$ cat src/design/fcct_pkg.sv
// shared types, constants and helpers of the four-channel counter/timer
// no dependencies

package fcct_pkg;

  localparam int CHANNELS = 4;
  localparam int CH_W     = 2;

  typedef logic [CH_W-1:0] ch_t;

  // request kinds
  localparam logic [1:0] MODE_WRITE   = 2'd0;
  localparam logic [1:0] MODE_READ    = 2'd1;
  localparam logic [1:0] MODE_ADVANCE = 2'd2;
  localparam logic [1:0] MODE_ACK     = 2'd3;

  // control byte bit positions
  localparam int CTL_IRQ_EN   = 7;
  localparam int CTL_COUNTER  = 6;
  localparam int CTL_PRE256   = 5;
  localparam int CTL_NO_WAIT  = 4;
  localparam int CTL_TC_NEXT  = 2;
  localparam int CTL_STOPPED  = 1;
  localparam int CTL_CTL_WORD = 0;

  localparam logic [7:0] CTL_LOAD_MASK = 8'hf9;
  localparam logic [7:0] VEC_MASK      = 8'hf8;
  localparam logic [8:0] TC_FULL       = 9'h100;
  localparam ch_t        PAIR_FLIP     = 2'd2;

  localparam int DIVIDEND_W = 13;
  localparam int DIV_STEPS  = DIVIDEND_W;
  localparam int DIV_CNT_W  = $clog2(DIV_STEPS + 1);

  typedef struct packed {
    logic [7:0]  ctl;
    logic [8:0]  tc;
    logic [15:0] residue;
  } entry_t;

  localparam entry_t ENTRY_RST = '{ctl: 8'h03, tc: TC_FULL, residue: 16'h0000};

  typedef struct packed {
    logic                  start;
    logic [DIVIDEND_W-1:0] dividend;
    logic [8:0]            divisor;
  } div_req_t;

  typedef struct packed {
    logic                  done;
    logic [DIVIDEND_W-1:0] quot;
    logic [7:0]            rem;
  } div_rsp_t;

  typedef struct packed {
    logic [7:0]  irq_vector;
    logic [12:0] zero_crossings;
    logic [8:0]  read_value;
    logic        irq_valid;
  } result_t;

  function automatic entry_t load_const(entry_t ent, logic [7:0] data);
    entry_t r;
    r         = ent;
    r.tc      = (data == 8'h00) ? TC_FULL : {1'b0, data};
    r.residue = 16'h0000;
    r.ctl     = ent.ctl & CTL_LOAD_MASK;
    return r;
  endfunction

endpackage

$ cat src/design/fcct_ram.sv
// per-channel state memory, one write and one registered read port
// entries never written read as the reset value; uses fcct_pkg

module fcct_ram import fcct_pkg::*; #(
  parameter int               WIDTH   = 33,
  parameter logic [WIDTH-1:0] RST_VAL = '0
) (
  input  logic             clk,
  input  logic             rst_n,
  input  logic             wr_en,
  input  ch_t              wr_addr,
  input  logic [WIDTH-1:0] wr_data,
  input  ch_t              rd_addr,
  output logic [WIDTH-1:0] rd_data
);

  logic [WIDTH-1:0]    mem [CHANNELS];
  logic [WIDTH-1:0]    q_r;
  logic [CHANNELS-1:0] valid_r;
  logic                qv_r;

  always_ff @(posedge clk) begin
    if (wr_en) begin
      mem[wr_addr] <= wr_data;
    end
    q_r <= mem[rd_addr];
  end

  always_ff @(posedge clk) begin
    if (!rst_n) begin
      valid_r <= '0;
      qv_r    <= 1'b0;
    end else begin
      if (wr_en) begin
        valid_r[wr_addr] <= 1'b1;
      end
      qv_r <= valid_r[rd_addr];
    end
  end

  assign rd_data = qv_r ? q_r : RST_VAL;

endmodule

$ cat src/design/fcct_div.sv
// bit-serial restoring divider, one quotient bit per cycle
// uses fcct_pkg

module fcct_div import fcct_pkg::*; (
  input  logic     clk,
  input  logic     rst_n,
  input  div_req_t req,
  output div_rsp_t rsp
);

  logic [DIVIDEND_W-1:0] num_r;
  logic [7:0]            rem_r;
  logic [8:0]            dvs_r;
  logic [DIV_CNT_W-1:0]  cnt_r;
  logic                  done_r;
  logic [8:0]            trial;
  logic                  fits;
  logic [8:0]            diff;

  assign trial = {rem_r, num_r[DIVIDEND_W-1]};
  assign fits  = (trial >= dvs_r);
  assign diff  = trial - dvs_r;

  always_ff @(posedge clk) begin
    if (req.start) begin
      num_r <= req.dividend;
      rem_r <= 8'h00;
      dvs_r <= req.divisor;
    end else if (cnt_r != '0) begin
      num_r <= {num_r[DIVIDEND_W-2:0], fits};
      rem_r <= fits ? diff[7:0] : trial[7:0];
    end
  end

  always_ff @(posedge clk) begin
    if (!rst_n) begin
      cnt_r  <= '0;
      done_r <= 1'b0;
    end else begin
      done_r <= 1'b0;
      if (req.start) begin
        cnt_r <= DIV_CNT_W'(DIV_STEPS);
      end else if (cnt_r != '0) begin
        cnt_r <= cnt_r - 1'b1;
        if (cnt_r == DIV_CNT_W'(1)) begin
          done_r <= 1'b1;
        end
      end
    end
  end

  assign rsp.done = done_r;
  assign rsp.quot = num_r;
  assign rsp.rem  = rem_r;

  a_rem_below_divisor: assert property (@(posedge clk) disable iff (!rst_n)
    done_r |-> ({1'b0, rem_r} < dvs_r))
    else $error("divider remainder not below divisor");

  a_start_loads_count: assert property (@(posedge clk) disable iff (!rst_n)
    req.start |=> (cnt_r == DIV_CNT_W'(DIV_STEPS)))
    else $error("divider did not load its step count");

endmodule

$ cat src/design/four_channel_counter_timer_top.sv
// four-channel counter/timer top: request sequencer over the channel memories
// steps: write, read and acknowledge finish after the memory read; a paired constant
// load then loads the partner channel; advance runs memory read, 13-step serial divide,
// done step; one request at a time, the next taken once its result is registered;
// a hold stage behind the result register lets a new request in while a result waits
// reset: all channels stopped, constant 256, nothing pending, vector base 0.

module four_channel_counter_timer_top import fcct_pkg::*; #(
  parameter int PENDING_WIDTH = 16
) (
  input  logic        clk,
  input  logic        rst_n,
  input  logic        cfg_wr_en,
  input  logic        cfg_wr_data,    // paired_constant_load
  input  logic        in_tvalid,
  output logic        in_tready,
  input  logic [39:0] in_tdata,       // channel, write_data, system_clocks, trigger_pulses
  input  logic [1:0]  in_tuser,       // mode
  output logic        out_tvalid,
  input  logic        out_tready,
  output logic [31:0] out_tdata,      // read_value, zero_crossings, irq_vector
  output logic        out_tuser       // irq_valid
);

  localparam logic [2:0] S_IDLE = 3'd0;
  localparam logic [2:0] S_READ = 3'd1;
  localparam logic [2:0] S_PAIR = 3'd2;
  localparam logic [2:0] S_DIV  = 3'd3;

  localparam int SUM_W = ((PENDING_WIDTH > DIVIDEND_W) ? PENDING_WIDTH : DIVIDEND_W) + 1;
  localparam logic [PENDING_WIDTH-1:0] PEND_MAX = {PENDING_WIDTH{1'b1}};

  logic [2:0]  state_r, state_nxt;
  logic [1:0]  mode_r;
  ch_t         ch_r;
  logic [7:0]  data_r;
  logic [15:0] sys_r;
  logic [7:0]  pul_r;
  logic        hit_r;
  logic [7:0]  lo_r;
  logic        paired_r;
  logic [7:0]  vbase_r;
  logic [CHANNELS-1:0] pend_nz_r;

  logic        in_acc;
  logic [1:0]  in_mode;
  ch_t         in_ch;
  ch_t         ack_ch;
  logic        ack_hit;

  ch_t                      rd_addr;
  ch_t                      wr_addr;
  entry_t                   ent_q;
  entry_t                   ent_wd;
  logic                     ent_we;
  logic [PENDING_WIDTH-1:0] pend_q;
  logic [PENDING_WIDTH-1:0] pend_wd;
  logic                     pend_we;
  logic                     vb_we;

  div_req_t div_req;
  div_rsp_t div_rsp;

  logic [8:0]  tc_eff;
  logic [19:0] clocks;
  logic [20:0] clk_sum;
  logic        adv_skip;
  logic [16:0] full;
  logic [16:0] left;
  logic [SUM_W-1:0] pend_sum;

  logic    fin;
  result_t fin_res;
  result_t out_r, hold_r;
  logic    out_v_r, hold_v_r;
  logic    out_free;

  assign in_mode = in_tuser;
  assign in_ch   = in_tdata[1:0];
  assign in_acc  = in_tvalid && in_tready;
  assign in_tready = (state_r == S_IDLE) && !hold_v_r;

  always_comb begin
    ack_ch  = '0;
    ack_hit = 1'b0;
    for (int k = CHANNELS - 1; k >= 0; k--) begin
      if (pend_nz_r[k]) begin
        ack_ch  = ch_t'(k);
        ack_hit = 1'b1;
      end
    end
  end

  always_comb begin
    case (state_r)
      S_IDLE:  rd_addr = (in_mode == MODE_ACK) ? ack_ch : in_ch;
      S_READ:  rd_addr = ch_r ^ PAIR_FLIP;
      default: rd_addr = ch_r;
    endcase
  end

  fcct_ram #(
    .WIDTH   ($bits(entry_t)),
    .RST_VAL (ENTRY_RST)
  ) u_ent_ram (
    .clk     (clk),
    .rst_n   (rst_n),
    .wr_en   (ent_we),
    .wr_addr (wr_addr),
    .wr_data (ent_wd),
    .rd_addr (rd_addr),
    .rd_data (ent_q)
  );

  fcct_ram #(
    .WIDTH   (PENDING_WIDTH),
    .RST_VAL ('0)
  ) u_pend_ram (
    .clk     (clk),
    .rst_n   (rst_n),
    .wr_en   (pend_we),
    .wr_addr (wr_addr),
    .wr_data (pend_wd),
    .rd_addr (rd_addr),
    .rd_data (pend_q)
  );

  fcct_div u_div (
    .clk   (clk),
    .rst_n (rst_n),
    .req   (div_req),
    .rsp   (div_rsp)
  );

  // advance arithmetic
  assign tc_eff = ((ent_q.tc == 9'h000) || (ent_q.tc > TC_FULL)) ? TC_FULL : ent_q.tc;

  always_comb begin
    if (ent_q.ctl[CTL_COUNTER]) begin
      clocks = {4'h0, pul_r, 8'h00};
    end else if (ent_q.ctl[CTL_PRE256]) begin
      clocks = {4'h0, sys_r};
    end else begin
      clocks = {sys_r, 4'h0};
    end
  end

  assign clk_sum  = {1'b0, clocks} + {5'h00, ent_q.residue};
  assign adv_skip = ent_q.ctl[CTL_STOPPED]
                 || (!ent_q.ctl[CTL_COUNTER] && !ent_q.ctl[CTL_NO_WAIT] && (pul_r == 8'h00))
                 || (clocks == 20'h00000);

  assign full     = {ent_q.tc, 8'h00};
  assign left     = full - {1'b0, ent_q.residue};
  assign pend_sum = SUM_W'(pend_q) + SUM_W'(div_rsp.quot);

  always_comb begin
    state_nxt = state_r;
    ent_we    = 1'b0;
    ent_wd    = ent_q;
    pend_we   = 1'b0;
    pend_wd   = pend_q;
    wr_addr   = ch_r;
    vb_we     = 1'b0;
    fin       = 1'b0;
    fin_res   = '0;
    div_req   = '{start: 1'b0, dividend: clk_sum[20:8], divisor: tc_eff};

    case (state_r)
      S_IDLE: begin
        if (in_acc) begin
          state_nxt = S_READ;
        end
      end

      S_READ: begin
        case (mode_r)
          MODE_WRITE: begin
            if (ent_q.ctl[CTL_TC_NEXT]) begin
              ent_we = 1'b1;
              ent_wd = load_const(ent_q, data_r);
              if (paired_r) begin
                state_nxt = S_PAIR;
              end else begin
                fin       = 1'b1;
                state_nxt = S_IDLE;
              end
            end else begin
              if (data_r[CTL_CTL_WORD]) begin
                ent_we     = 1'b1;
                ent_wd.ctl = data_r;
              end else if (!ch_r[1]) begin
                vb_we = 1'b1;
              end
              fin       = 1'b1;
              state_nxt = S_IDLE;
            end
          end

          MODE_READ: begin
            fin                = 1'b1;
            fin_res.read_value = ({1'b0, ent_q.residue} >= full) ? 9'h000 : left[16:8];
            state_nxt          = S_IDLE;
          end

          MODE_ADVANCE: begin
            if (adv_skip) begin
              fin       = 1'b1;
              state_nxt = S_IDLE;
            end else begin
              div_req.start = 1'b1;
              state_nxt     = S_DIV;
            end
          end

          default: begin
            if (hit_r) begin
              pend_we            = 1'b1;
              pend_wd            = pend_q - 1'b1;
              fin_res.irq_vector = vbase_r + {5'h00, ch_r, 1'b0};
              fin_res.irq_valid  = 1'b1;
            end
            fin       = 1'b1;
            state_nxt = S_IDLE;
          end
        endcase
      end

      S_PAIR: begin
        wr_addr = ch_r ^ PAIR_FLIP;
        if (ent_q.ctl[CTL_TC_NEXT]) begin
          ent_we = 1'b1;
          ent_wd = load_const(ent_q, data_r);
        end
        fin       = 1'b1;
        state_nxt = S_IDLE;
      end

      S_DIV: begin
        if (div_rsp.done) begin
          ent_we         = 1'b1;
          ent_wd.residue = {div_rsp.rem, lo_r};
          if ((div_rsp.quot != '0) && ent_q.ctl[CTL_IRQ_EN]) begin
            pend_we = 1'b1;
            pend_wd = (pend_sum > SUM_W'(PEND_MAX)) ? PEND_MAX : pend_sum[PENDING_WIDTH-1:0];
          end
          fin                    = 1'b1;
          fin_res.zero_crossings = div_rsp.quot;
          state_nxt              = S_IDLE;
        end
      end

      default: begin
        state_nxt = S_IDLE;
      end
    endcase
  end

  // request capture and payload registers
  always_ff @(posedge clk) begin
    if (in_acc) begin
      mode_r <= in_mode;
      ch_r   <= (in_mode == MODE_ACK) ? ack_ch : in_ch;
      hit_r  <= ack_hit;
      data_r <= in_tdata[9:2];
      sys_r  <= in_tdata[25:10];
      pul_r  <= in_tdata[33:26];
    end
    if (state_r == S_READ) begin
      lo_r <= clk_sum[7:0];
    end
  end

  always_ff @(posedge clk) begin
    if (!rst_n) begin
      state_r   <= S_IDLE;
      paired_r  <= 1'b1;
      vbase_r   <= 8'h00;
      pend_nz_r <= '0;
    end else begin
      state_r <= state_nxt;
      if (cfg_wr_en) begin
        paired_r <= cfg_wr_data;
      end
      if (vb_we) begin
        vbase_r <= data_r & VEC_MASK;
      end
      if (pend_we) begin
        pend_nz_r[wr_addr] <= (pend_wd != '0);
      end
    end
  end

  // result register with one hold stage
  assign out_free = !out_v_r || out_tready;

  always_ff @(posedge clk) begin
    if (fin) begin
      if (out_free) begin
        out_r <= fin_res;
      end else begin
        hold_r <= fin_res;
      end
    end else if (out_tready && out_v_r && hold_v_r) begin
      out_r <= hold_r;
    end
  end

  always_ff @(posedge clk) begin
    if (!rst_n) begin
      out_v_r  <= 1'b0;
      hold_v_r <= 1'b0;
    end else begin
      if (fin) begin
        if (out_free) begin
          out_v_r <= 1'b1;
        end else begin
          hold_v_r <= 1'b1;
        end
      end else if (out_tready && out_v_r) begin
        if (hold_v_r) begin
          hold_v_r <= 1'b0;
        end else begin
          out_v_r <= 1'b0;
        end
      end
    end
  end

  assign out_tvalid = out_v_r;
  assign out_tdata  = {2'b00, out_r.irq_vector, out_r.zero_crossings, out_r.read_value};
  assign out_tuser  = out_r.irq_valid;

  a_hold_implies_out: assert property (@(posedge clk) disable iff (!rst_n)
    hold_v_r |-> out_v_r)
    else $error("hold stage filled while result register empty");

  a_busy_not_ready: assert property (@(posedge clk) disable iff (!rst_n)
    (state_r != S_IDLE) |-> !in_tready)
    else $error("request taken while another is in progress");

  a_fin_only_busy: assert property (@(posedge clk) disable iff (!rst_n)
    fin |-> (state_r != S_IDLE) && !hold_v_r)
    else $error("result produced with no request in flight or hold stage full");

  a_irq_result_clean: assert property (@(posedge clk) disable iff (!rst_n)
    (out_v_r && out_r.irq_valid) |-> (out_r.read_value == 9'h000)
                                     && (out_r.zero_crossings == 13'h0000))
    else $error("acknowledge result carries other fields");

endmodule

$ cat config.mk
export PLATFORM = sky130hd
export DESIGN_NAME = four_channel_counter_timer_top
export DESIGN_NICKNAME = d
export VERILOG_FILES = /design/src/design/fcct_pkg.sv /design/src/design/fcct_ram.sv /design/src/design/fcct_div.sv /design/src/design/four_channel_counter_timer_top.sv
export SDC_FILE = /design/constraint.sdc
export NUM_CORES = 1
export LEC_CHECK = 0
export ABC_AREA = 1
export BUFFER_PORTS_ARGS = -buffer_cell sky130_fd_sc_hd__buf_4
export CORE_ASPECT_RATIO = 2
export CORE_MARGIN = 4
export CORE_UTILIZATION = 62
export DETAILED_ROUTE_END_ITERATION = 10
export GPL_ROUTABILITY_DRIVEN = 0
export MAX_ROUTING_LAYER = met4
export PLACE_DENSITY_LB_ADDON = 0.08
export SYNTH_ARGS = -nofsm -noshare
export SYNTH_HDL_FRONTEND = slang
export SYNTH_SLANG_ARGS = --single-unit
$ cat constraint.sdc
create_clock -name clk -period 5.07 [get_ports clk]
set_input_delay 1.2675 -clock clk [delete_from_list [all_inputs] [get_ports clk]]
set_output_delay 1.2675 -clock clk [all_outputs]
set_load 0.01 [all_outputs]
After elaboration in Yosys (flattened, before gate mapping). Memories as Yosys holds them, arrays and structs flattened. A register that Yosys moved wholly into a read port is not among the register bits. Index checks and enable logic that the tools add are counted.

$add $sub $neg: 7. Multipliers: 0. Divide/modulo/power cells: 0. Magnitude comparators: 7. Eq/ne operators: 12. Shift operators: 0. Muxes and demuxes: 93. Bitwise gates (word level): 6. Reduce and logical (&&, ||, !) cells: 37.

Operator list (number): $mux 16 (7); $mux 31 (3); $mux 33 (2); $mux 13 (4); $mux 8 (6); $pmux 16 s3 (1); $mux 20 (2); $mux 1 (36); $pmux 17 s2 (1); $pmux 16 s2 (1); $mux 27 (1); $mux 9 (3); $mux 25 (1); $add 20x16->21 (1); $logic_not 20->1 (1); $mux 2 (9); $add 16x13->17 (1); $ge 16x17->1 (1); $gt 17x16->1 const B (1); $sub 17x16->17 (1); $logic_not 8->1 (2); $reduce_bool 16->1 (1); $sub 16x1->16 const B (1); $reduce_bool 13->1 (1); other kinds (39) (74).

Register bits after elaboration: 167. Latch bits: 0. Memory bits (writable): 196. Memory bits (read-only): 0. Input bits: 48. Output and inout bits: 35. Memories: 2.

Memories: u_ent_ram.mem (words 4, bits a word 33, read ports 1, clocked after memory_dff 1, write ports 1, RTL line fcct_ram.sv:17) `logic [WIDTH-1:0] mem [CHANNELS];`; u_pend_ram.mem (words 4, bits a word 16, read ports 1, clocked after memory_dff 1, write ports 1, RTL line fcct_ram.sv:17).

Depth between registers and ports, before layout. Gate-level depths: netlist of run 1.

Depth after elaboration: 11. Gate-level depth with buffers: 24.

By module. From an unflattened synthesis of run 1, not the netlist that was laid out.

Cells, all modules: 2190. Area total of the unflattened synthesis: 19971.7 um^2.

Modules (own cells, without submodules): four_channel_counter_timer_top (times used 1, cells each 1201, area each 8733.4 um^2, sequential area each 3433.3 um^2); fcct_ram at u_ent_ram (times used 1, cells each 488, area each 6142.1 um^2, sequential area each 4724.5 um^2); fcct_ram at u_pend_ram (times used 1, cells each 253, area each 3105.5 um^2, sequential area each 2342.2 um^2); fcct_div (times used 1, cells each 248, area each 1990.7 um^2, sequential area each 920.9 um^2).

Worst setup path after synthesis of run 1. No wires, ideal clock.

Path type: register -> register. From: register u_ent_ram.qv_r. To: register out_r (netlist bit out_tdata[0]) (enable). Arrival time: 3.470 ns. Required time: 4.643 ns. Slack: 1.172 ns. Cell stages (with the launch flop): 13. Path buffers: 1. Path through: dfxtp_1 > nand2_1 > buf_2 > or2_1 > a41oi_1 > nor2_1 > nand4_1 > nand2_1 > o211ai_1 > nand2_1 > nand3_1 > inv_1 > a21oi_1.

Word-level cells in the longest chain between the ends: 11. Elaborated cells on any way between the ends: 17. Those cells by class: 1 x eq/ne; 7 x mux; 9 x reduce/logical.

Ends and longest elaborated chain: from (decl) (RTL line fcct_ram.sv:20) `logic qv_r;`; from (signal assigned) (RTL line fcct_ram.sv:37) `qv_r <= valid_r[rd_addr];`; $mux 33 (*) (RTL line fcct_ram.sv:41) `assign rd_data = qv_r ? q_r : RST_VAL;`; branches (longest 6 deep; another with $mux 20); $pmux 1 s2 (*) (RTL line four_channel_counter_timer_top.sv:177) `case (mode_r)`; $pmux 1 s3 (*) (RTL line four_channel_counter_timer_top.sv:169) `case (state_r)`; $ne 2x1->1 (no source line) or $reduce_bool 2->1 (tied branches); $reduce_and 2->1 (no source line) (*); to (signal assigned) (RTL line four_channel_counter_timer_top.sv:300) `out_r <= fin_res;`; to (signal assigned) (RTL line four_channel_counter_timer_top.sv:305) `out_r <= hold_r;`; to (decl) (RTL line four_channel_counter_timer_top.sv:74) `result_t out_r, hold_r;`.

Every way passes the cells marked *. A chain may end at the register's enable or synchronous reset.

Worst setup path after layout of run 1.
From: register u_ent_ram.qv_r. To: register u_div.num_r[10], data pin.

Word-level cells in the longest chain between the ends: 10. Elaborated cells on any way between the ends: 15. Those cells by class: 1 x add/sub; 7 x mux; 7 x reduce/logical.

Ends and longest elaborated chain: $mux 33 (*) (RTL line fcct_ram.sv:41); branches (longest 8 deep; another with $add 20x16->21); $mux 13 (*) (RTL line fcct_div.sv:25) `if (req.start) begin`; to (signal assigned) (RTL line fcct_div.sv:26) `num_r <= req.dividend;`; to (signal assigned) (RTL line fcct_div.sv:30) `num_r <= {num_r[DIVIDEND_W-2:0], fits};`; to (decl) (RTL line fcct_div.sv:11) `logic [DIVIDEND_W-1:0] num_r;`.

Marked as above.

==> impl_metrics.json, run 1 <==
{
  "final-hold-violation-count": 0,
  "antenna_found_initial": 1,
  "cts_tree": "done",
  "yosys.cell_types.count": 55,
  "track_usage_pct": 30.4,
  "portBuffers": 73,
  "fin_crit_sh_pct": 75.2,
  "drt-pass1-iter-count": 7,
  "syn_avg_cell_area_um2": 9.54,
  "power-per-cell-area_mw_per_mm2": 441,
  "yosysWarnings": 0,
  "synth_ff_type": "edfxtp_1",
  "cts_made_buffers": 35,
  "path_clk_slew_ps": 70,
  "h-tree-depth": 2,
  "via_per_inst": 5.91,
  "synthTopCellsByArea": "edfxtp_1 (50%), dfxtp_1 (8.9%), nand2_1 (7.6%)",
  "holdBufCountCts": 0,
  "period_needed_ps": 3810,
  "wl_mm": 49.3,
  "critPathArrivalTime_ps": 4090,
  "vdd_drop_max_mv": 0.378,
  "critPathLaunch": "u_ent_ram.qv_r",
  "drv_slew": 0,
  "grt_max_degree": 101,
  "fp.coreArea_mm2": 0.0301,
  "grt_setup_unrepaired": "no",
  "r2r_start": "u_ent_ram.qv_r",
  "post_cts_buffers": 0,
  "drive_gt1_share_pct": 10.7,
  "place_ws_ps": 1350,
  "overflow": 0,
  "grt_pass1_wl_mm": 75.9,
  "finalSetupViolCount": 0,
  "synth_seq_cells": 399,
  "routedWlPerCell_um": 20.2,
  "maxCapViolCount": 0,
  "clock_latency_ps": 540,
  "syn-instance-count": 1974,
  "nets": 2141,
  "die_area_mm2": 0.0334,
  "cp_max_fo": 21,
  "syn_area_mm2": 0.0188,
  "status": "finished, final reports clean",
  "vias": 14400,
  "fin_skew_ps": 20.3,
  "grt_pass1_vias": 14400,
  "yosysMostFrequentCell": "nand2_1",
  "synth-edff-count": 315,
  "yosys-top-cells-count": "nand2_1 (381), edfxtp_1 (315), nor2_1 (247)",
  "cts_sinks": 399,
  "synth.largest_area_cell": "edfxtp_1",
  "hold_path_class": "reg -> reg",
  "io_pins": 83,
  "max_slew.worst_pin.slew_ps": 1030,
  "hp-start": "u_ent_ram.valid_r[0]",
  "endpoint_kind": "flop",
  "drc_errors": 0,
  "root_buffer": "clkbuf_16",
  "fin_tns_setup_ps": 0,
  "start_util_pct": 62.6,
  "cp.required_ps": 5350,
  "crit_type": "reg -> reg",
  "ctsResizeCount": 0,
  "fill_cells": 2315,
  "area_growth_pct": 11.0,
  "slew_headroom_pct": 31.1,
  "die_h_um": 254,
  "ant_nets": 0,
  "first_iter_violations": 1314,
  "synth-async-reset-ratio_pct": 0,
  "cts_buffer_depth": 3,
  "cp-start-kind": "flop",
  "postLayoutSetupSlackWorst_ps": 1260,
  "dpl.hpwl_mm": 35.0,
  "die_w_um": 131,
  "synth_top_area_share_pct": 50.2,
  "max_freq_mhz": 262,
  "leakagePower_nw": 8.84,
  "ys_seq_area_share_pct": 59.1,
  "rows": 90
}
## cells by family after synthesis
group           count (synthesis)  synth area share, %
buf+inv                       301                 6.39
xor+xnor                       29                 1.35
simple gates                  798                 18.0
other cells                     1               0.0199
fa+ha+maj                      47                 3.24
compound gates                399                 11.8
flops                         399                 59.1
## layout make-up
cell class | instances | area (um2) | share of cell area, %
Sequential cell | 399 | 11100 | 53.3
Clock buffer | 42 | 933 | 4.46
Inverter | 236 | 887 | 4.24
Multi-Input combinational cell | 1276 | 6520 | 31.2
Timing Repair Buffer | 98 | 761 | 3.64
Tap cell | 368 | 460 | 2.20
Clock inverter | 21 | 210 | 1.01
Antenna cell | 1 | 2.50 | 0.0120
## critical path: stages, from the launching register on
cell and delay (ps):
dfxtp_1 320, nand2_1 120, buf_4 300, or2_1 220
nor2_1 80, ha_1 210, fa_1 410, nand3_1 100
nand2_1 90, a21boi_0 280, o21ai_0 200, a21boi_0 430
o21ai_0 250, nand2_1 100, nand2_1 100, nand2_1 90
xor2_1 140, o21ai_0 90
## through the flow
stage	hold WS, ps	instances	cell area, um2	total power, mW	utilization [%]
floorplan	435	1976	18800	5.85	-
global placement	442	2377	19800	6.50	65.7
detailed placement	452	2377	19800	6.58	65.7
CTS	474	2440	20900	9.23	69.5
global route	494	2441	20900	9.70	69.5
finish	467	2441	20900	9.23	69.5
## metal layers
layer	global-route usage (%)	part of all wire, %	wire (um)	vias up
li1	-	-	-	6848
met5	-	0	0	-
met3	3.51	4.5	2200	189
met4	23.6	9.1	4460	0
met1	30.2	34	17000	6868
met2	54.2	52	25700	511
## report_power, final
part	switching [mW]	internal, mW	leakage, nW
registers	0.234	3.91	3.63
logic	1.66	0.753	4.66
clock network	1.19	1.48	0.553
total	3.08	6.14	8.84
## worst paths after layout
path | slack, ps | endpoint | depth (start not counted)
max reg2reg | 1260 | u_div.num_r[10] | 17
min | 470 | u_ent_ram.valid_r[0] | 1
min reg2reg | 470 | u_ent_ram.valid_r[0] | 1
max | 1260 | u_div.num_r[10] | 17
## flip-flops by register name (all words and copies together) (netlist names), 2 cells and up
register            cells
u_pend_ram.valid_r      4
u_div.cnt_r             4
lo_r                    8
mode_r                  2
u_ent_ram.mem         124
out_tdata              29
u_div.rem_r             8
u_ent_ram.q_r          31
pend_nz_r               4
data_r                  8
u_div.dvs_r             9
pul_r                   8
u_ent_ram.valid_r       4
u_pend_ram.mem         64
ch_r                    2
state_r                 2
u_pend_ram.q_r         16
hold_r                 30
sys_r                  16
vbase_r                 5
u_div.num_r            13
## layout by cell type (no fill, tap or decap), types with 36 or more instances in the layout
cell | Yosys | layout
nor2_1 | 247 | 243
o21ai_0 | 192 | 192
o22ai_1 | 65 | 65
a21oi_1 | 80 | 79
ha_1 | 44 | 44
dfxtp_1 | 84 | 84
nand2_1 | 381 | 380
nand3_1 | 76 | 76
clkbuf_16 | 0 | 36
buf_4 | 5 | 96
inv_1 | 220 | 219
edfxtp_1 | 315 | 315
Power figures use the tool's default switching activity.
==> run 2, diff against run 1 <==
==> constraint.sdc (replaced) <==
create_clock -name clk -period 3.9 [get_ports clk]
set_input_delay 0.975 -clock clk [delete_from_list [all_inputs] [get_ports clk]]
set_output_delay 0.975 -clock clk [all_outputs]
set_load 0.01 [all_outputs]
==> run 2 against run 1 <==
Against the previous run: routed wire length fell by 1.7%; sequential power rose by 30%; setup slack got worse by 840 ps; fmax rose by 9.5%; first-iteration DRC count fell by 19%; power rose by 28%; combinational power rose by 30%; worst hold slack got worse by 5.1 ps; largest power group unchanged; clock power rose by 23%; utilization barely moved; critical path depth did not move; clock skew fell by 7.8 ps.
==> impl_metrics.json, run 2 (synthesized netlist as in run 1, its figures left out) <==
{
  "vias": 14400,
  "area_growth_pct": 11.0,
  "wl_mm": 48.5,
  "hp-start": "u_pend_ram.valid_r[1]",
  "cp_slowest_cell": "dfxtp_1",
  "drv_slew": 0,
  "io_pins": 83,
  "grt_setup_unrepaired": "no",
  "power-per-cell-area_mw_per_mm2": 565,
  "final-hold-violation-count": 0,
  "rows": 90,
  "dpl_cell_area_mm2": 0.0198,
  "most-common-layout-cells": "nand2_1 (380), edfxtp_1 (315), nor2_1 (243)",
  "cp-start-kind": "flop",
  "ant_nets": 0,
  "r2r.worst_path.cells": 17,
  "max_freq_mhz": 287,
  "max_slew.worst_pin.slew_ps": 960,
  "clock_latency_ps": 530,
  "slowest_delay_ps": 390,
  "antenna_found_initial": 0,
  "crit_path_cell_trace": "nand2_1 > buf_4 > inv_2 > nand2_1 > nand3_1 > inv_1 > ha_1 > a21oi_1 > a21boi_0 > o21ai_0 > a21boi_1 > o21ai_0 > nand2_1 > nand2_1 > nand2_1 > xor2_1 > o21ai_0",
  "critPathMostFrequentCell": "nand2_1",
  "drc_errors": 0,
  "cts_made_buffers": 34,
  "endpoint_kind": "flop",
  "antenna_cells": 0,
  "fin_crit_sh_pct": 89.3,
  "critPathBufInv": 3,
  "fin_skew_ps": 12.5,
  "fp.coreArea_mm2": 0.0301,
  "cp.required_ps": 4170,
  "critPathArrivalTime_ps": 3760,
  "via_per_inst": 5.88,
  "portBuffers": 73,
  "track_usage_pct": 29.5,
  "nets": 2152,
  "cts_tree": "done",
  "leakagePower_nw": 8.86,
  "power.total_mw": 11.8,
  "cp_max_fo": 19,
  "grt_pass1_wl_mm": 74.2,
  "cp_top_family": "compound AO/OA/AOI/OAI gates",
  "die_h_um": 254,
  "largest_register": "u_ent_ram.mem",
  "die_w_um": 131,
  "dp_cells": 2389,
  "r2r-end": "u_div.num_r[10]",
  "finalSetupViolCount": 0,
  "root_buffer": "clkbuf_16",
  "path_clk_slew_ps": 70,
  "top_regs": "u_ent_ram.mem: 124 flops, u_pend_ram.mem: 64 flops, u_ent_ram.q_r: 31 flops",
  "grt_pass1_vias": 14200,
  "final_cell_area_mm2": 0.0209,
  "fin_tns_setup_ps": 0,
  "cts_buffer_depth": 3,
  "ctsResizeCount": 0,
  "die_area_mm2": 0.0334,
  "vdd_drop_max_mv": 0.564,
  "drive_gt1_share_pct": 11.2,
  "drt-pass1-iter-count": 6,
  "worstHoldPathCells": 2,
  "crit_type": "reg -> reg",
  "largest_reg_flops": 124,
  "start_util_pct": 62.6,
  "overflow": 0,
  "period_needed_ps": 3480,
  "maxCapViolCount": 0,
  "hold_path_class": "reg -> reg",
  "slew_headroom_pct": 35.7,
  "fill_cells": 2321,
  "final_common_cell": "nand2_1",
  "routedWlPerCell_um": 19.8,
  "holdBufCountCts": 0,
  "r2r_start": "u_ent_ram.qv_r",
  "h-tree-depth": 2,
  "cts_sinks": 399,
  "grt_max_degree": 55,
  "rrSetupSlack_ps": 420,
  "first_iter_violations": 1063,
  "dpl.hpwl_mm": 35.5,
  "post_cts_buffers": 0,
  "holdPathEnd": "u_pend_ram.valid_r[1]",
  "status": "finished, final reports clean",
  "finalNonFillerCells": 2451
}
## run 2: per-stage QoR
stage	util (%)	worst slack (ps)	hold slack [ps]
after floorplan	-	2.33	435
after global placement	65.9	379	443
after detailed placement	65.9	336	452
after CTS	69.5	326	459
after global routing	69.5	108	492
final	69.5	418	462
## run 2: worst max-delay path by stage
stage | from | end | slack (ps) | cells past startpoint
2_1_floorplan | u_ent_ram.qv_r | out_tdata[0] | 2 | 12
3_3_place_gp | u_ent_ram.qv_r | u_div.num_r[10] | 380 | 17
3_5_place_dp | u_ent_ram.qv_r | u_div.num_r[10] | 340 | 17
4_1_cts | u_ent_ram.qv_r | u_div.num_r[10] | 330 | 17
5_1_grt | u_ent_ram.qv_r | u_div.num_r[10] | 110 | 17
6_report | u_ent_ram.qv_r | u_div.num_r[10] | 420 | 17
## run 2: cell type report
| cell class | count | area [um2] | share of cell area, % |
|---|---|---|---|
| clock buffer | 45 | 923 | 4.42 |
| clock inverter | 17 | 148 | 0.706 |
| inverter | 236 | 886 | 4.24 |
| multi-input combinational | 1276 | 6520 | 31.2 |
| sequential | 399 | 11100 | 53.3 |
| tap | 368 | 460 | 2.20 |
| timing repair buffer | 110 | 826 | 3.95 |
## run 2: routing by layer
layer	GRT usage [%]	share of wire, %	vias up
li1	-	-	6860
met1	29.2	35	6798
met2	53.0	52	537
met3	3.41	4.7	214
met4	22.5	8.9	0
met5	-	0	-
## run 2: power breakdown
part	internal [mW]	switching, mW
combinational	0.992	2.16
sequential	5.08	0.304
clock	1.77	1.51
## run 2: worst min-delay path, delay by kind of cell, from the launching register on
| family | cells | cell delay (ps) |
|---|---|---|
| flip-flops | 1 | 300 |
| buffers and inverters | 1 | 60 |
| AO/OA/AOI/OAI | 1 | 60 |
==> run 3, diff against run 2 <==
--- a/config.mk
+++ b/config.mk
@@ -6,11 +6,11 @@
 export NUM_CORES = 1
 export LEC_CHECK = 0
 export ABC_AREA = 1
-export BUFFER_PORTS_ARGS = -buffer_cell sky130_fd_sc_hd__buf_4
 export CORE_ASPECT_RATIO = 2
 export CORE_MARGIN = 4
-export CORE_UTILIZATION = 62
+export CORE_UTILIZATION = 64
 export DETAILED_ROUTE_END_ITERATION = 10
+export DONT_BUFFER_PORTS = 1
 export GPL_ROUTABILITY_DRIVEN = 0
 export MAX_ROUTING_LAYER = met4
 export PLACE_DENSITY_LB_ADDON = 0.08
==> run 3 against run 2 <==
Against the previous run: design area shrank 2.2%; clock power is 8.2% higher; global-route usage increased by 2.2 points; largest cell class unchanged; critical path depth unchanged; largest power group unchanged; via count decreased by 0.14%; routed wire length is 2.5% higher; register-to-register slack worse by 70 ps; non-clock buffer count fell by 76; utilization increased by 1.1 points; clock skew is 10 ps higher; critical path type unchanged.
==> impl_metrics.json, run 3 (synthesized netlist as in run 1, its figures left out) <==
{
  "status": "finished, final reports clean",
  "cts_tree": "done",
  "rows": 88,
  "drc_errors": 0,
  "drt-pass1-iter-count": 6,
  "critPathBufInv": 3,
  "grt_setup_unrepaired": "no",
  "maxCapViolCount": 0,
  "fin_skew_ps": 22.5,
  "start_util_pct": 65.0,
  "r2r.worst_path.cells": 17,
  "drive_gt1_share_pct": 8.01,
  "holdPathEnd": "u_ent_ram.valid_r[2]",
  "crit_type": "reg -> reg",
  "path_clk_slew_ps": 70,
  "grt_pass1_vias": 14500,
  "h-tree-depth": 2,
  "post_cts_buffers": 0,
  "wl_mm": 49.7,
  "cp_max_fo": 15,
  "max_slew.worst_pin.slew_ps": 1050,
  "largest_reg_flops": 124,
  "cp_slowest_cell": "dfxtp_1",
  "first_iter_violations": 1214,
  "antenna_found_initial": 0,
  "dp_cells": 2305,
  "track_usage_pct": 31.7,
  "largest_register": "u_ent_ram.mem",
  "path_depth": 17,
  "overflow": 0,
  "area_growth_pct": 8.56,
  "grt_max_degree": 101,
  "vias": 14400,
  "cts_sinks": 399,
  "most-common-layout-cells": "nand2_1 (380), edfxtp_1 (315), nor2_1 (243)",
  "root_buffer": "clkbuf_16",
  "max_freq_mhz": 281,
  "final_common_cell": "nand2_1",
  "r2r-end": "u_div.num_r[10]",
  "endpoint_kind": "flop",
  "rrSetupSlack_ps": 340,
  "cp.required_ps": 4180,
  "clock_latency_ps": 550,
  "drv_slew": 0,
  "fp.coreArea_mm2": 0.0290,
  "slowest_delay_ps": 350,
  "fin_crit_sh_pct": 91.2,
  "slew_headroom_pct": 30.1,
  "routedWlPerCell_um": 21.0,
  "worstHoldPathCells": 1,
  "die_area_mm2": 0.0324,
  "hp-start": "u_ent_ram.valid_r[2]",
  "critPathArrivalTime_ps": 3840,
  "antenna_cells": 0,
  "period_needed_ps": 3560,
  "dpl.hpwl_mm": 35.6,
  "top_regs": "u_ent_ram.mem: 124 flops, u_pend_ram.mem: 64 flops, u_ent_ram.q_r: 31 flops",
  "nets": 2077,
  "holdBufCountCts": 0,
  "grt_pass1_wl_mm": 76.1,
  "power-per-cell-area_mw_per_mm2": 588,
  "cts_buffer_depth": 3,
  "r2r_start": "u_ent_ram.qv_r",
  "leakagePower_nw": 8.55,
  "fin_tns_setup_ps": 0,
  "via_per_inst": 6.07,
  "ant_nets": 0,
  "die_h_um": 251,
  "final-hold-violation-count": 0,
  "critPathMostFrequentCell": "nand2_1",
  "cp_top_family": "compound AO/OA/AOI/OAI gates",
  "vdd_drop_max_mv": 0.512,
  "cts_made_buffers": 35,
  "fill_cells": 2193,
  "hold_path_class": "reg -> reg",
  "crit_path_cell_trace": "nand2_1 > buf_4 > inv_2 > nand2_1 > nand3_1 > inv_1 > ha_1 > a21oi_1 > a21boi_0 > o21ai_0 > a21boi_1 > o21ai_0 > nand2_1 > nand2_1 > nand2_1 > xor2_1 > o21ai_0",
  "finalSetupViolCount": 0,
  "finalNonFillerCells": 2369,
  "cp-start-kind": "flop",
  "die_w_um": 129,
  "io_pins": 83,
  "portBuffers": 0
}
## run 3: cell types whose count changed in the layout (fill, tap and decap cells not counted), sizes merged
cell,before,now
clkinv,14,11
inv,236,235
buf,110,34
bufinv,1,3
clkbuf,45,49
## run 3: worst max-delay path by stage
stage                         from              end  slack [ps]
global placement    u_ent_ram.qv_r  u_div.num_r[10]         460
CTS                 u_ent_ram.qv_r  u_div.num_r[10]         260
finish              u_ent_ram.qv_r  u_div.num_r[10]         340
detailed placement  u_ent_ram.qv_r  u_div.num_r[10]         280
floorplan           u_ent_ram.qv_r     out_tdata[0]           2
global route        u_ent_ram.qv_r  u_div.num_r[10]          20
## run 3: cell type report
| class | instances | area, um2 | area share (%) |
|---|---|---|---|
| Inverter | 236 | 886 | 4.33 |
| Tap cell | 360 | 450 | 2.20 |
| Clock inverter | 15 | 175 | 0.857 |
| Timing Repair Buffer | 34 | 280 | 1.37 |
| Multi-Input combinational cell | 1276 | 6520 | 31.9 |
| Clock buffer | 49 | 1000 | 4.90 |
| Sequential cell | 399 | 11100 | 54.5 |
## run 3: stage by stage
stage / utilization, % / total power [mW] / hold slack [ps] / instance area (um2) / worst slack [ps]
2_1_floorplan: - / 7.60 / 435 / 18800 / 2.33
3_3_place_gp: 66.6 / 8.39 / 442 / 19300 / 458
3_5_place_dp: 66.6 / 8.50 / 448 / 19300 / 279
4_1_cts: 70.6 / 12.0 / 463 / 20400 / 260
5_1_grt: 70.6 / 12.6 / 476 / 20400 / 15.9
6_report: 70.6 / 12.0 / 460 / 20400 / 343
## run 3: timing repair
item / 4_1_cts / 5_1_grt
resized for setup: 0 / 1
endpoints found under the hold margin: 0 / 0
endpoints found under the setup margin: 0 / 3
## run 3: per-layer routing
layer  global-route usage (%)  vias up  share of wire (%)
met5                        -        -                  0
met4                     25.9        0                9.8
met3                     3.71      236                5.0
met2                     54.8      610                 53
met1                     31.0     6836                 32
li1                         -     6707                  -
## run 3: power breakdown
| part | total [mW] | internal [mW] | leakage, nW | switching (mW) |
|---|---|---|---|---|
| logic | 3.09 | 0.947 | 4.35 | 2.15 |
| clock network | 3.55 | 2.02 | 0.570 | 1.54 |
| registers | 5.39 | 5.08 | 3.63 | 0.307 |
| total | 12.0 | 8.04 | 8.55 | 3.99 |
